===== src/isbc_pkg.sv =====
// Shared widths, codes and the gyroscope gain table for the IMU scale/bias block.
// Depends on nothing; the top level and the port checker import it.
package isbc_pkg;

	localparam int RAW_W      = 16;
	localparam int ACC_W      = 22;
	localparam int GYR_W      = 29;
	localparam int ASUM_W     = 38;
	localparam int GSUM_W     = 45;
	localparam int CNT_W      = 16;
	localparam int K_W        = 20;
	localparam int CFG_IDX_W  = 2;
	localparam int CFG_DATA_W = 16;
	localparam int S_DATA_W   = 96;
	localparam int M_DATA_W   = 160;
	localparam int MUL_STEPS  = RAW_W;
	localparam int DIV_STEPS  = GSUM_W;

	// register indexes
	localparam logic [CFG_IDX_W-1:0] CFG_ACCEL_RANGE   = 2'd0;
	localparam logic [CFG_IDX_W-1:0] CFG_GYRO_RANGE    = 2'd1;
	localparam logic [CFG_IDX_W-1:0] CFG_CALIB_MODE    = 2'd2;
	localparam logic [CFG_IDX_W-1:0] CFG_CALIB_SAMPLES = 2'd3;

	// calibration modes; the remaining code converts as normal
	localparam logic [1:0] MODE_NORMAL    = 2'd0;
	localparam logic [1:0] MODE_GYRO_CAL  = 2'd1;
	localparam logic [1:0] MODE_ACCEL_CAL = 2'd2;

	localparam logic [CFG_DATA_W-1:0] CALIB_SAMPLES_RST = 16'd100;

	// round(2^24 / sensitivity) for 250, 500, 1000 and 2000 dps
	localparam logic [K_W-1:0] GYRO_K [4] = '{20'd128070, 20'd256141, 20'd511500, 20'd1023001};

	typedef enum logic [2:0] {
		ST_IDLE,
		ST_MUL,
		ST_FIN,
		ST_DIV,
		ST_BIAS
	} state_t;

	typedef struct packed {
		logic s_ready;
		logic mul_en;
		logic fin_go;
		logic div_en;
		logic bias_en;
	} ctrl_t;

endpackage


===== src/imu_scale_bias_calibrate.sv =====
// IMU raw-to-units conversion with bias removal and bias calibration (top level).
// Bit-serial gyroscope multiplier lanes and a bit-serial restoring divider.
// Depends on isbc_pkg.
//
// Sequence: an accepted item runs 16 multiplier steps in the bit-serial gyroscope
//   lanes, then a finishing step that loads the output register once it has room.
// The input takes no new item until the last one is through; an item that completes
//   a calibration window adds 45 restoring division steps and one bias write first.
// Reset: arst_n clears state asynchronously; registers take their reset values,
//   biases, sums and the sample count go to zero, calib_samples to 100.
module imu_scale_bias_calibrate #(
	parameter int FRAC_BITS = 16
) (
	input  logic                                clk,
	input  logic                                arst_n,
	input  logic                                cfg_wen,
	input  logic [isbc_pkg::CFG_IDX_W-1:0]      cfg_index,
	input  logic [isbc_pkg::CFG_DATA_W-1:0]     cfg_data,
	input  logic                                s_tvalid,
	output logic                                s_tready,
	// raw_ax, raw_ay, raw_az, raw_gx, raw_gy, raw_gz (16 bits each)
	input  logic [isbc_pkg::S_DATA_W-1:0]       s_tdata,
	output logic                                m_tvalid,
	input  logic                                m_tready,
	// accel_x_g, accel_y_g, accel_z_g (22 bits each),
	// rate_x_dps, rate_y_dps, rate_z_dps (29 bits each), 7 zero bits
	output logic [isbc_pkg::M_DATA_W-1:0]       m_tdata,
	// calib_done
	output logic [0:0]                          m_tuser
);
	import isbc_pkg::*;

	// accelerometer shift before range, gyroscope shift after the multiply
	localparam int ASH    = FRAC_BITS - 14;
	localparam int GSH    = 24 - FRAC_BITS;
	localparam int HI_W   = K_W + 2;
	localparam int PROD_W = HI_W + RAW_W;
	localparam int WIDE_W = 48;
	localparam int STEP_W = $clog2(DIV_STEPS);
	localparam int PAD_W  = M_DATA_W - 3 * ACC_W - 3 * GYR_W;

	localparam logic signed [WIDE_W-1:0] A_HI = WIDE_W'((64'sd1 <<< (ACC_W - 1)) - 64'sd1);
	localparam logic signed [WIDE_W-1:0] A_LO = -A_HI - WIDE_W'(1);
	localparam logic signed [WIDE_W-1:0] G_HI = WIDE_W'((64'sd1 <<< (GYR_W - 1)) - 64'sd1);
	localparam logic signed [WIDE_W-1:0] G_LO = -G_HI - WIDE_W'(1);
	// one g on the Z axis
	localparam logic signed [WIDE_W-1:0] ONE_G = WIDE_W'(64'sd1 <<< FRAC_BITS);

	function automatic logic signed [ACC_W-1:0] sat_a(input logic signed [WIDE_W-1:0] v);
		logic signed [ACC_W-1:0] r;
		if (v > A_HI) begin
			r = A_HI[ACC_W-1:0];
		end else if (v < A_LO) begin
			r = A_LO[ACC_W-1:0];
		end else begin
			r = v[ACC_W-1:0];
		end
		return r;
	endfunction

	function automatic logic signed [GYR_W-1:0] sat_g(input logic signed [WIDE_W-1:0] v);
		logic signed [GYR_W-1:0] r;
		if (v > G_HI) begin
			r = G_HI[GYR_W-1:0];
		end else if (v < G_LO) begin
			r = G_LO[GYR_W-1:0];
		end else begin
			r = v[GYR_W-1:0];
		end
		return r;
	endfunction

	// configuration
	logic [1:0]            accel_range_q;
	logic [1:0]            gyro_range_q;
	logic [1:0]            calib_mode_q;
	logic [CNT_W-1:0]      calib_samples_q;

	// sequencer
	state_t                state_q, state_d;
	ctrl_t                 ctrl;
	logic [STEP_W-1:0]     step_q;
	logic                  mul_last;
	logic                  div_last;

	// item hold and multiplier lanes
	logic signed [RAW_W-1:0] raw_a_q [3];
	logic signed [HI_W-1:0]  mhi_q   [3];
	logic [RAW_W-1:0]        mlo_q   [3];
	logic [K_W-1:0]          kval_q;
	logic signed [HI_W-1:0]  msum    [3];

	// calibration state
	logic signed [ACC_W-1:0]  abias_q [3];
	logic signed [GYR_W-1:0]  gbias_q [3];
	logic signed [ASUM_W-1:0] asum_q  [3];
	logic signed [GSUM_W-1:0] gsum_q  [3];
	logic [CNT_W-1:0]         cnt_q;

	// finishing cycle
	logic signed [ACC_W-1:0]  a_val   [3];
	logic signed [GYR_W-1:0]  g_val   [3];
	logic signed [ACC_W-1:0]  a_out   [3];
	logic signed [GYR_W-1:0]  g_out   [3];
	logic signed [ASUM_W-1:0] asum_n  [3];
	logic signed [GSUM_W-1:0] gsum_n  [3];
	logic signed [GSUM_W-1:0] div_src [3];
	logic [CNT_W-1:0]         cnt_n;
	logic [CNT_W-1:0]         win_n;
	logic                     cal_on;
	logic                     done;
	logic                     cfg_clear;

	// divider lanes
	logic [GSUM_W-1:0]        dq_q    [3];
	logic [CNT_W-1:0]         drem_q  [3];
	logic                     dneg_q  [3];
	logic [CNT_W-1:0]         ddiv_q;
	logic                     dacc_q;
	logic [CNT_W:0]           trial   [3];
	logic                     ge      [3];
	logic signed [GSUM_W:0]   qsig    [3];

	// output register
	logic                     m_tvalid_q;
	logic [M_DATA_W-1:0]      m_tdata_q;
	logic                     m_tuser_q;

	assign mul_last  = (step_q == STEP_W'(MUL_STEPS - 1));
	assign div_last  = (step_q == STEP_W'(DIV_STEPS - 1));
	assign cfg_clear = cfg_wen && (cfg_index == CFG_CALIB_MODE || cfg_index == CFG_CALIB_SAMPLES);

	// ---------------------------------------------------------------- sequencer
	always_comb begin
		state_d = state_q;
		case (state_q)
			ST_IDLE: if (s_tvalid) state_d = ST_MUL;
			ST_MUL:  if (mul_last) state_d = ST_FIN;
			ST_FIN: begin
				// advance only once the output register has room
				if (!m_tvalid_q || m_tready) state_d = done ? ST_DIV : ST_IDLE;
			end
			ST_DIV:  if (div_last) state_d = ST_BIAS;
			ST_BIAS: state_d = ST_IDLE;
			default: state_d = ST_IDLE;
		endcase
	end

	always_comb begin
		ctrl = '0;
		case (state_q)
			ST_IDLE: ctrl.s_ready = 1'b1;
			ST_MUL:  ctrl.mul_en  = 1'b1;
			ST_FIN:  ctrl.fin_go  = !m_tvalid_q || m_tready;
			ST_DIV:  ctrl.div_en  = 1'b1;
			ST_BIAS: ctrl.bias_en = 1'b1;
			default: ctrl = '0;
		endcase
	end

	always_ff @(posedge clk or negedge arst_n) begin
		if (!arst_n) begin
			state_q <= ST_IDLE;
			step_q  <= '0;
		end else begin
			state_q <= state_d;
			// restart the step count on every state change
			if (state_d != state_q) begin
				step_q <= '0;
			end else if (ctrl.mul_en || ctrl.div_en) begin
				step_q <= step_q + STEP_W'(1);
			end
		end
	end

	assign s_tready = ctrl.s_ready;

	// ---------------------------------------------------------------- configuration
	always_ff @(posedge clk or negedge arst_n) begin
		if (!arst_n) begin
			accel_range_q   <= '0;
			gyro_range_q    <= '0;
			calib_mode_q    <= MODE_NORMAL;
			calib_samples_q <= CALIB_SAMPLES_RST;
		end else if (cfg_wen) begin
			case (cfg_index)
				CFG_ACCEL_RANGE:   accel_range_q   <= cfg_data[1:0];
				CFG_GYRO_RANGE:    gyro_range_q    <= cfg_data[1:0];
				CFG_CALIB_MODE:    calib_mode_q    <= cfg_data[1:0];
				CFG_CALIB_SAMPLES: calib_samples_q <= cfg_data;
				default: ;
			endcase
		end
	end

	// ---------------------------------------------------------------- multiplier lanes
	// Shift-add over the raw gyroscope bits, least significant first; the sign bit
	// carries negative weight, so its step subtracts the gain.
	always_comb begin
		for (int i = 0; i < 3; i++) begin
			if (!mlo_q[i][0]) begin
				msum[i] = mhi_q[i];
			end else if (mul_last) begin
				msum[i] = mhi_q[i] - signed'({2'b00, kval_q});
			end else begin
				msum[i] = mhi_q[i] + signed'({2'b00, kval_q});
			end
		end
	end

	always_ff @(posedge clk) begin
		if (ctrl.s_ready && s_tvalid) begin
			for (int i = 0; i < 3; i++) begin
				raw_a_q[i] <= s_tdata[i*RAW_W +: RAW_W];
				mhi_q[i]   <= '0;
				mlo_q[i]   <= s_tdata[(3+i)*RAW_W +: RAW_W];
			end
			kval_q <= GYRO_K[gyro_range_q];
		end else if (ctrl.mul_en) begin
			for (int i = 0; i < 3; i++) begin
				mhi_q[i] <= {msum[i][HI_W-1], msum[i][HI_W-1:1]};
				mlo_q[i] <= {msum[i][0], mlo_q[i][RAW_W-1:1]};
			end
		end
	end

	// ---------------------------------------------------------------- finishing cycle
	always_comb begin
		logic signed [WIDE_W-1:0] ax;
		logic signed [PROD_W-1:0] prod;
		int                       sh;
		sh     = ASH + int'(accel_range_q);
		cal_on = (calib_mode_q == MODE_GYRO_CAL) || (calib_mode_q == MODE_ACCEL_CAL);
		cnt_n  = cnt_q + CNT_W'(1);
		// a window of zero samples counts as one
		win_n  = (calib_samples_q == '0) ? CNT_W'(1) : calib_samples_q;
		done   = cal_on && (cnt_n >= win_n);
		for (int i = 0; i < 3; i++) begin
			ax = WIDE_W'(raw_a_q[i]);
			// a negative shift means coarser than raw: floor towards minus infinity
			if (sh >= 0) begin
				a_val[i] = sat_a(ax <<< sh);
			end else begin
				a_val[i] = sat_a(ax >>> (-sh));
			end
			prod     = signed'({mhi_q[i], mlo_q[i]});
			g_val[i] = sat_g(WIDE_W'(prod >>> GSH));
			a_out[i] = sat_a(WIDE_W'(a_val[i]) - WIDE_W'(abias_q[i]));
			g_out[i] = sat_g(WIDE_W'(g_val[i]) - WIDE_W'(gbias_q[i]));
			asum_n[i] = asum_q[i] + ASUM_W'(a_val[i]);
			gsum_n[i] = gsum_q[i] + GSUM_W'(g_val[i]);
			div_src[i] = (calib_mode_q == MODE_GYRO_CAL) ? gsum_n[i] : GSUM_W'(asum_n[i]);
		end
	end

	// ---------------------------------------------------------------- sums and biases
	always_ff @(posedge clk or negedge arst_n) begin
		if (!arst_n) begin
			for (int i = 0; i < 3; i++) begin
				abias_q[i] <= '0;
				gbias_q[i] <= '0;
				asum_q[i]  <= '0;
				gsum_q[i]  <= '0;
			end
			cnt_q <= '0;
		end else begin
			if (cfg_clear) begin
				for (int i = 0; i < 3; i++) begin
					asum_q[i] <= '0;
					gsum_q[i] <= '0;
				end
				cnt_q <= '0;
			end else if (ctrl.fin_go && cal_on) begin
				// close the window on the completing beat, else accumulate
				for (int i = 0; i < 3; i++) begin
					if (done) begin
						asum_q[i] <= '0;
						gsum_q[i] <= '0;
					end else if (calib_mode_q == MODE_GYRO_CAL) begin
						gsum_q[i] <= gsum_n[i];
					end else begin
						asum_q[i] <= asum_n[i];
					end
				end
				cnt_q <= done ? '0 : cnt_n;
			end
			if (ctrl.bias_en) begin
				for (int i = 0; i < 3; i++) begin
					if (dacc_q) begin
						abias_q[i] <= sat_a(WIDE_W'(qsig[i]) - ((i == 2) ? ONE_G : '0));
					end else begin
						gbias_q[i] <= sat_g(WIDE_W'(qsig[i]));
					end
				end
			end
		end
	end

	// ---------------------------------------------------------------- divider lanes
	// Restoring division of the magnitude, one quotient bit a cycle; the sign goes
	// back on afterwards, which truncates towards zero.
	always_comb begin
		for (int i = 0; i < 3; i++) begin
			trial[i] = {drem_q[i], dq_q[i][GSUM_W-1]};
			ge[i]    = (trial[i] >= {1'b0, ddiv_q});
			qsig[i]  = dneg_q[i] ? -signed'({1'b0, dq_q[i]}) : signed'({1'b0, dq_q[i]});
		end
	end

	always_ff @(posedge clk) begin
		if (ctrl.fin_go && done) begin
			for (int i = 0; i < 3; i++) begin
				dneg_q[i] <= div_src[i][GSUM_W-1];
				dq_q[i]   <= div_src[i][GSUM_W-1] ? GSUM_W'(-div_src[i]) : GSUM_W'(div_src[i]);
				drem_q[i] <= '0;
			end
			ddiv_q <= cnt_n;
			dacc_q <= (calib_mode_q == MODE_ACCEL_CAL);
		end else if (ctrl.div_en) begin
			for (int i = 0; i < 3; i++) begin
				drem_q[i] <= ge[i] ? CNT_W'(trial[i] - {1'b0, ddiv_q}) : trial[i][CNT_W-1:0];
				dq_q[i]   <= {dq_q[i][GSUM_W-2:0], ge[i]};
			end
		end
	end

	// ---------------------------------------------------------------- output register
	always_ff @(posedge clk or negedge arst_n) begin
		if (!arst_n) begin
			m_tvalid_q <= 1'b0;
		end else if (ctrl.fin_go) begin
			m_tvalid_q <= 1'b1;
		end else if (m_tready) begin
			m_tvalid_q <= 1'b0;
		end
	end

	// outputs use the biases held before any update from this beat
	always_ff @(posedge clk) begin
		if (ctrl.fin_go) begin
			m_tdata_q <= {{PAD_W{1'b0}}, g_out[2], g_out[1], g_out[0],
				a_out[2], a_out[1], a_out[0]};
			m_tuser_q <= done;
		end
	end

	assign m_tvalid   = m_tvalid_q;
	assign m_tdata    = m_tdata_q;
	assign m_tuser[0] = m_tuser_q;

endmodule


===== config.mk =====
export PLATFORM = sky130hd
export DESIGN_NAME = imu_scale_bias_calibrate
export DESIGN_NICKNAME = d
export VERILOG_FILES = /design/src/isbc_pkg.sv /design/src/imu_scale_bias_calibrate.sv
export SDC_FILE = /design/constraint.sdc
export NUM_CORES = 2
export LEC_CHECK = 0
export ABC_AREA = 1
export BUFFER_PORTS_ARGS = -buffer_cell sky130_fd_sc_hd__buf_2
export CAP_MARGIN = 20
export CORE_ASPECT_RATIO = 1.5
export CORE_UTILIZATION = 35
export CTS_CLUSTER_DIAMETER = 120
export DETAILED_ROUTE_END_ITERATION = 10
export HOLD_SLACK_MARGIN = 0.12
export PLACE_DENSITY = 0.55
export SLEW_MARGIN = 25
export SYNTH_ARGS = -nofsm -noshare
export SYNTH_HDL_FRONTEND = slang
export SYNTH_SLANG_ARGS = --single-unit

===== constraint.sdc =====
create_clock -name clk -period 37.5 [get_ports clk]
set_input_delay 3.75 -clock clk [delete_from_list [all_inputs] [get_ports clk]]
set_output_delay 3.75 -clock clk [all_outputs]
set_load 0.1 [all_outputs]

==> impl_metrics.ini <==
[run_status]
outcome = finished, final reports clean

[global_routing]
antenna_found_initial = 11
grt_overflow = 0
grt_pass1_wl_um = 491000
grt_pass1_vias = 78200
grt_max_degree = 123
globalRouteTotalUtil = 0.282

[critical_path]
path_max_fanout = 68
crit_chain = buf_2 > nor2_1 > nor2_4 > buf_4 > nand2_1 > nand2_1 > o21ai_4 > buf_4 > buf_4 > inv_1 > o22ai_1
worstPathRequired_ns = 38.21
arrival_ns = 8.08
rr_worst_depth = 22
r2r-start = accel_range_q[0]
crit_family = buffers and inverters
worst_path_max_delay_cell = buf_4
reg2reg_slack_ns = 30.43
rr_endpoint = dq_q[0][121]
start_kind = primary input
criticalPathCategory = in2reg
crit_buf_inv = 5
critical-path-top-cell-by-count = buf_4
slowest_delay_ns = 0.78
critPathCaptureType = register

[sta]
hold_viol = 0
min_period_ns = 7.37
tightest_slew_ns = 1.20
slew_headroom = 0.196
final_min_period_over_clock_period = 0.197
grt_setup_unrepaired = no
skew_ns = 0.0513
max_freq_ghz = 0.136
setup_viol = 0
slew_viol_final = 0
tns_ns = 0

[drt]
via_per_inst = 5.28
drt_iter0_drc = 5131
routed_wl_um = 335000
wl_per_cell_um = 22.8
vias = 77700
drcViolationCount = 0
drt.antenna.violating_nets = 0
drt_pass1_iterations = 8

[cts]
cts_setup_buffers = 0
holdBufCountCts = 0
ctsResizeCount = 0
root_buffer = clkbuf_16
clk_pin_slew_worst_paths_ns = 0.07
cts_sinks = 977
cts.htree.levels = 3
cts_tree = yes
clock_latency_ns = 0.82
cts_buffer_depth = 3
numCtsBuffers = 111

[logic_synthesis]
synth_top_area_frac = 0.196
synth-warning-count = 0
avgSynthCellArea_um2 = 7.03
seq_area_frac_synth = 0.336
ys.flop_type = edfxtp_1
synth_edf_count = 527
syn_inst = 11500
ys_seq_elements = 977
async_flop_share = 0.461
ys_top_cells_by_count = 3127 x nand2_1, 1363 x inv_1, 1104 x nor2_1, 981 x o21ai_0, 727 x a21oi_1
synth_cell_type_count = 75
ys_top_cells_by_area = edfxtp_1 20%, nand2_1 15%, dfrtp_1 14%, ha_1 8.4%, inv_1 6.3%
yosysMostFrequentCell = nand2_1
yosys.area.top_type = edfxtp_1
netlist_area_um2 = 80600

[floorplanning]
start_util = 0.352
fp-row-count = 215
dieArea_um2 = 232000
ioPinCount = 282
core_area_um2 = 229000
die_w_um = 394
dieHeight_um = 590

[layout]
drive_gt1_frac = 0.0660
syn_to_final_growth_pct = 10.3
fin_util = 0.389
multiInputGateArea_um2 = 47000
finalNonFillerCells = 14700
n_fill_cell = 24400
regArea_um2 = 27100
nets = 12300

[power_and_ir_drop]
finalPower_mw = 5.28
peakVddDrop_mv = 0.0410
switching_share = 0.463
pwr-share-clk = 0.223
net-switching-power_mw = 2.44
leakage_nw = 41.6
powerDensity_nw_per_um2 = 59.4
p_int_mw = 2.84
seq_power_share = 0.298
p_comb_frac = 0.479

[placed_design]
dp.cells = 14500
gp_congestion = 1.02
port-buffer-count = 274
dp_hpwl_um = 271000

[worst_hold_path]
min_path_cells = 2
hold_class = reg2reg
holdPathEnd = asum_q[33]
min_from = asum_q[33]

[flow_run]
maxCapViolations = 0
==> cells by family after synthesis <==
group / count (synthesis) / synth area share
compound gates: 2190 / 0.150
xor+xnor: 513 / 0.0557
fa+ha+maj: 560 / 0.0886
buf+inv: 1772 / 0.0848
flops: 977 / 0.336
mux: 33 / 0.00410
other cells: 2 / 0.0000931
simple gates: 5426 / 0.280
==> worst max path at each step <==
stage	from	endpoint	cells after the start	slack (ns)
6_report	m_tready	gsum_q[91]	11	30.13
2_1_floorplan	m_tready	dq_q[0][0]	6	20.88
3_3_place_gp	m_tready	gsum_q[1]	11	29.48
5_1_grt	accel_range_q[0]	dq_q[0][121]	22	29.82
3_5_place_dp	m_tready	gsum_q[91]	11	29.31
4_1_cts	m_tready	gsum_q[91]	11	30.15
==> flip-flops by register name, summed over array words and instances, names as in the netlist, 2 cells and up <==
register / count
calib_samples_q: 16
accel_range_q: 2
gyro_range_q: 2
kval_q: 11
raw_a_q: 48
m_tdata: 153
gbias_q: 87
step_q: 6
dneg_q: 3
mlo_q: 48
gsum_q: 135
drem_q: 48
asum_q: 114
mhi_q: 63
calib_mode_q: 2
ddiv_q: 16
abias_q: 66
state_q: 3
cnt_q: 16
dq_q: 135
==> power groups by stage <==
stage / clock network [mW] / logic (mW) / registers, mW
floorplan: 0 / 1.76 / 1.50
global placement: 0 / 2.48 / 1.60
detailed placement: 0 / 2.49 / 1.60
CTS: 1.21 / 2.51 / 1.58
global route: 1.24 / 2.81 / 1.59
finish: 1.18 / 2.53 / 1.57
==> worst reg2reg max path, delay by kind of cell (launching register included) <==
family | cells | cell delay, ns
adder cells (fa/ha/maj) | 1 | 0.44
flip-flops | 1 | 0.34
AO/OA/AOI/OAI | 4 | 1.33
buffers and inverters | 6 | 2.66
AND/OR/NAND/NOR | 11 | 2.08
==> cell usage in the layout, fill, tap and decap left out, types with 23 or more instances in the layout <==
| cell | instances |
|---|---|
| mux2i_1 | 33 |
| o21ai_1 | 59 |
| o21a_1 | 25 |
| nand2_1 | 3124 |
| o21bai_1 | 42 |
| nand2_2 | 53 |
| a21boi_0 | 72 |
| o211ai_1 | 23 |
| ha_1 | 541 |
| nor3_1 | 140 |
| a21o_1 | 25 |
| or2_2 | 32 |
| a31oi_1 | 33 |
| edfxtp_1 | 527 |
| conb_1 | 25 |
| nand3b_1 | 35 |
| a22o_1 | 42 |
| buf_2 | 273 |
| nand4_1 | 176 |
| nand3_1 | 624 |
| nor4_1 | 45 |
| a22oi_1 | 48 |
| a21oi_2 | 23 |
| inv_1 | 1360 |
| xor2_1 | 334 |
| buf_4 | 71 |
| o21ai_0 | 978 |
| a21oi_1 | 727 |
| dfrtp_1 | 445 |
| nor2_1 | 1100 |
| xnor2_1 | 174 |
| clkbuf_16 | 119 |
| nor2_2 | 33 |
==> per-stage QoR <==
stage / setup WS [ns] / hold WS (ns) / cell area [um^2]
2_1_floorplan: 20.88 / 0.453 / 80700
3_3_place_gp: 29.48 / 0.469 / 85000
3_5_place_dp: 29.31 / 0.475 / 85000
4_1_cts: 30.15 / 0.492 / 88800
5_1_grt: 29.82 / 0.510 / 88900
6_report: 30.13 / 0.493 / 89000
==> final cells by class <==
class                           instances  area share
Antenna cell                            6    0.000169
Clock buffer                          146      0.0353
Clock inverter                         65     0.00789
Inverter                             1394      0.0589
Multi-Input combinational cell       8747       0.528
Sequential cell                       977       0.305
Tap cell                             3038      0.0427
Timing Repair Buffer                  349      0.0225
==> per-layer routing <==
| metal | up-vias | routed length [um] | track usage |
|---|---|---|---|
| met5 | - | 32 | 0 |
| met4 | 4 | 35500 | 0.257 |
| met3 | 809 | 11000 | 0.0282 |
| met2 | 1991 | 171000 | 0.518 |
| met1 | 36800 | 118000 | 0.278 |
| li1 | 38100 | - | - |
No activity file was read; power rests on OpenSTA's default activity.
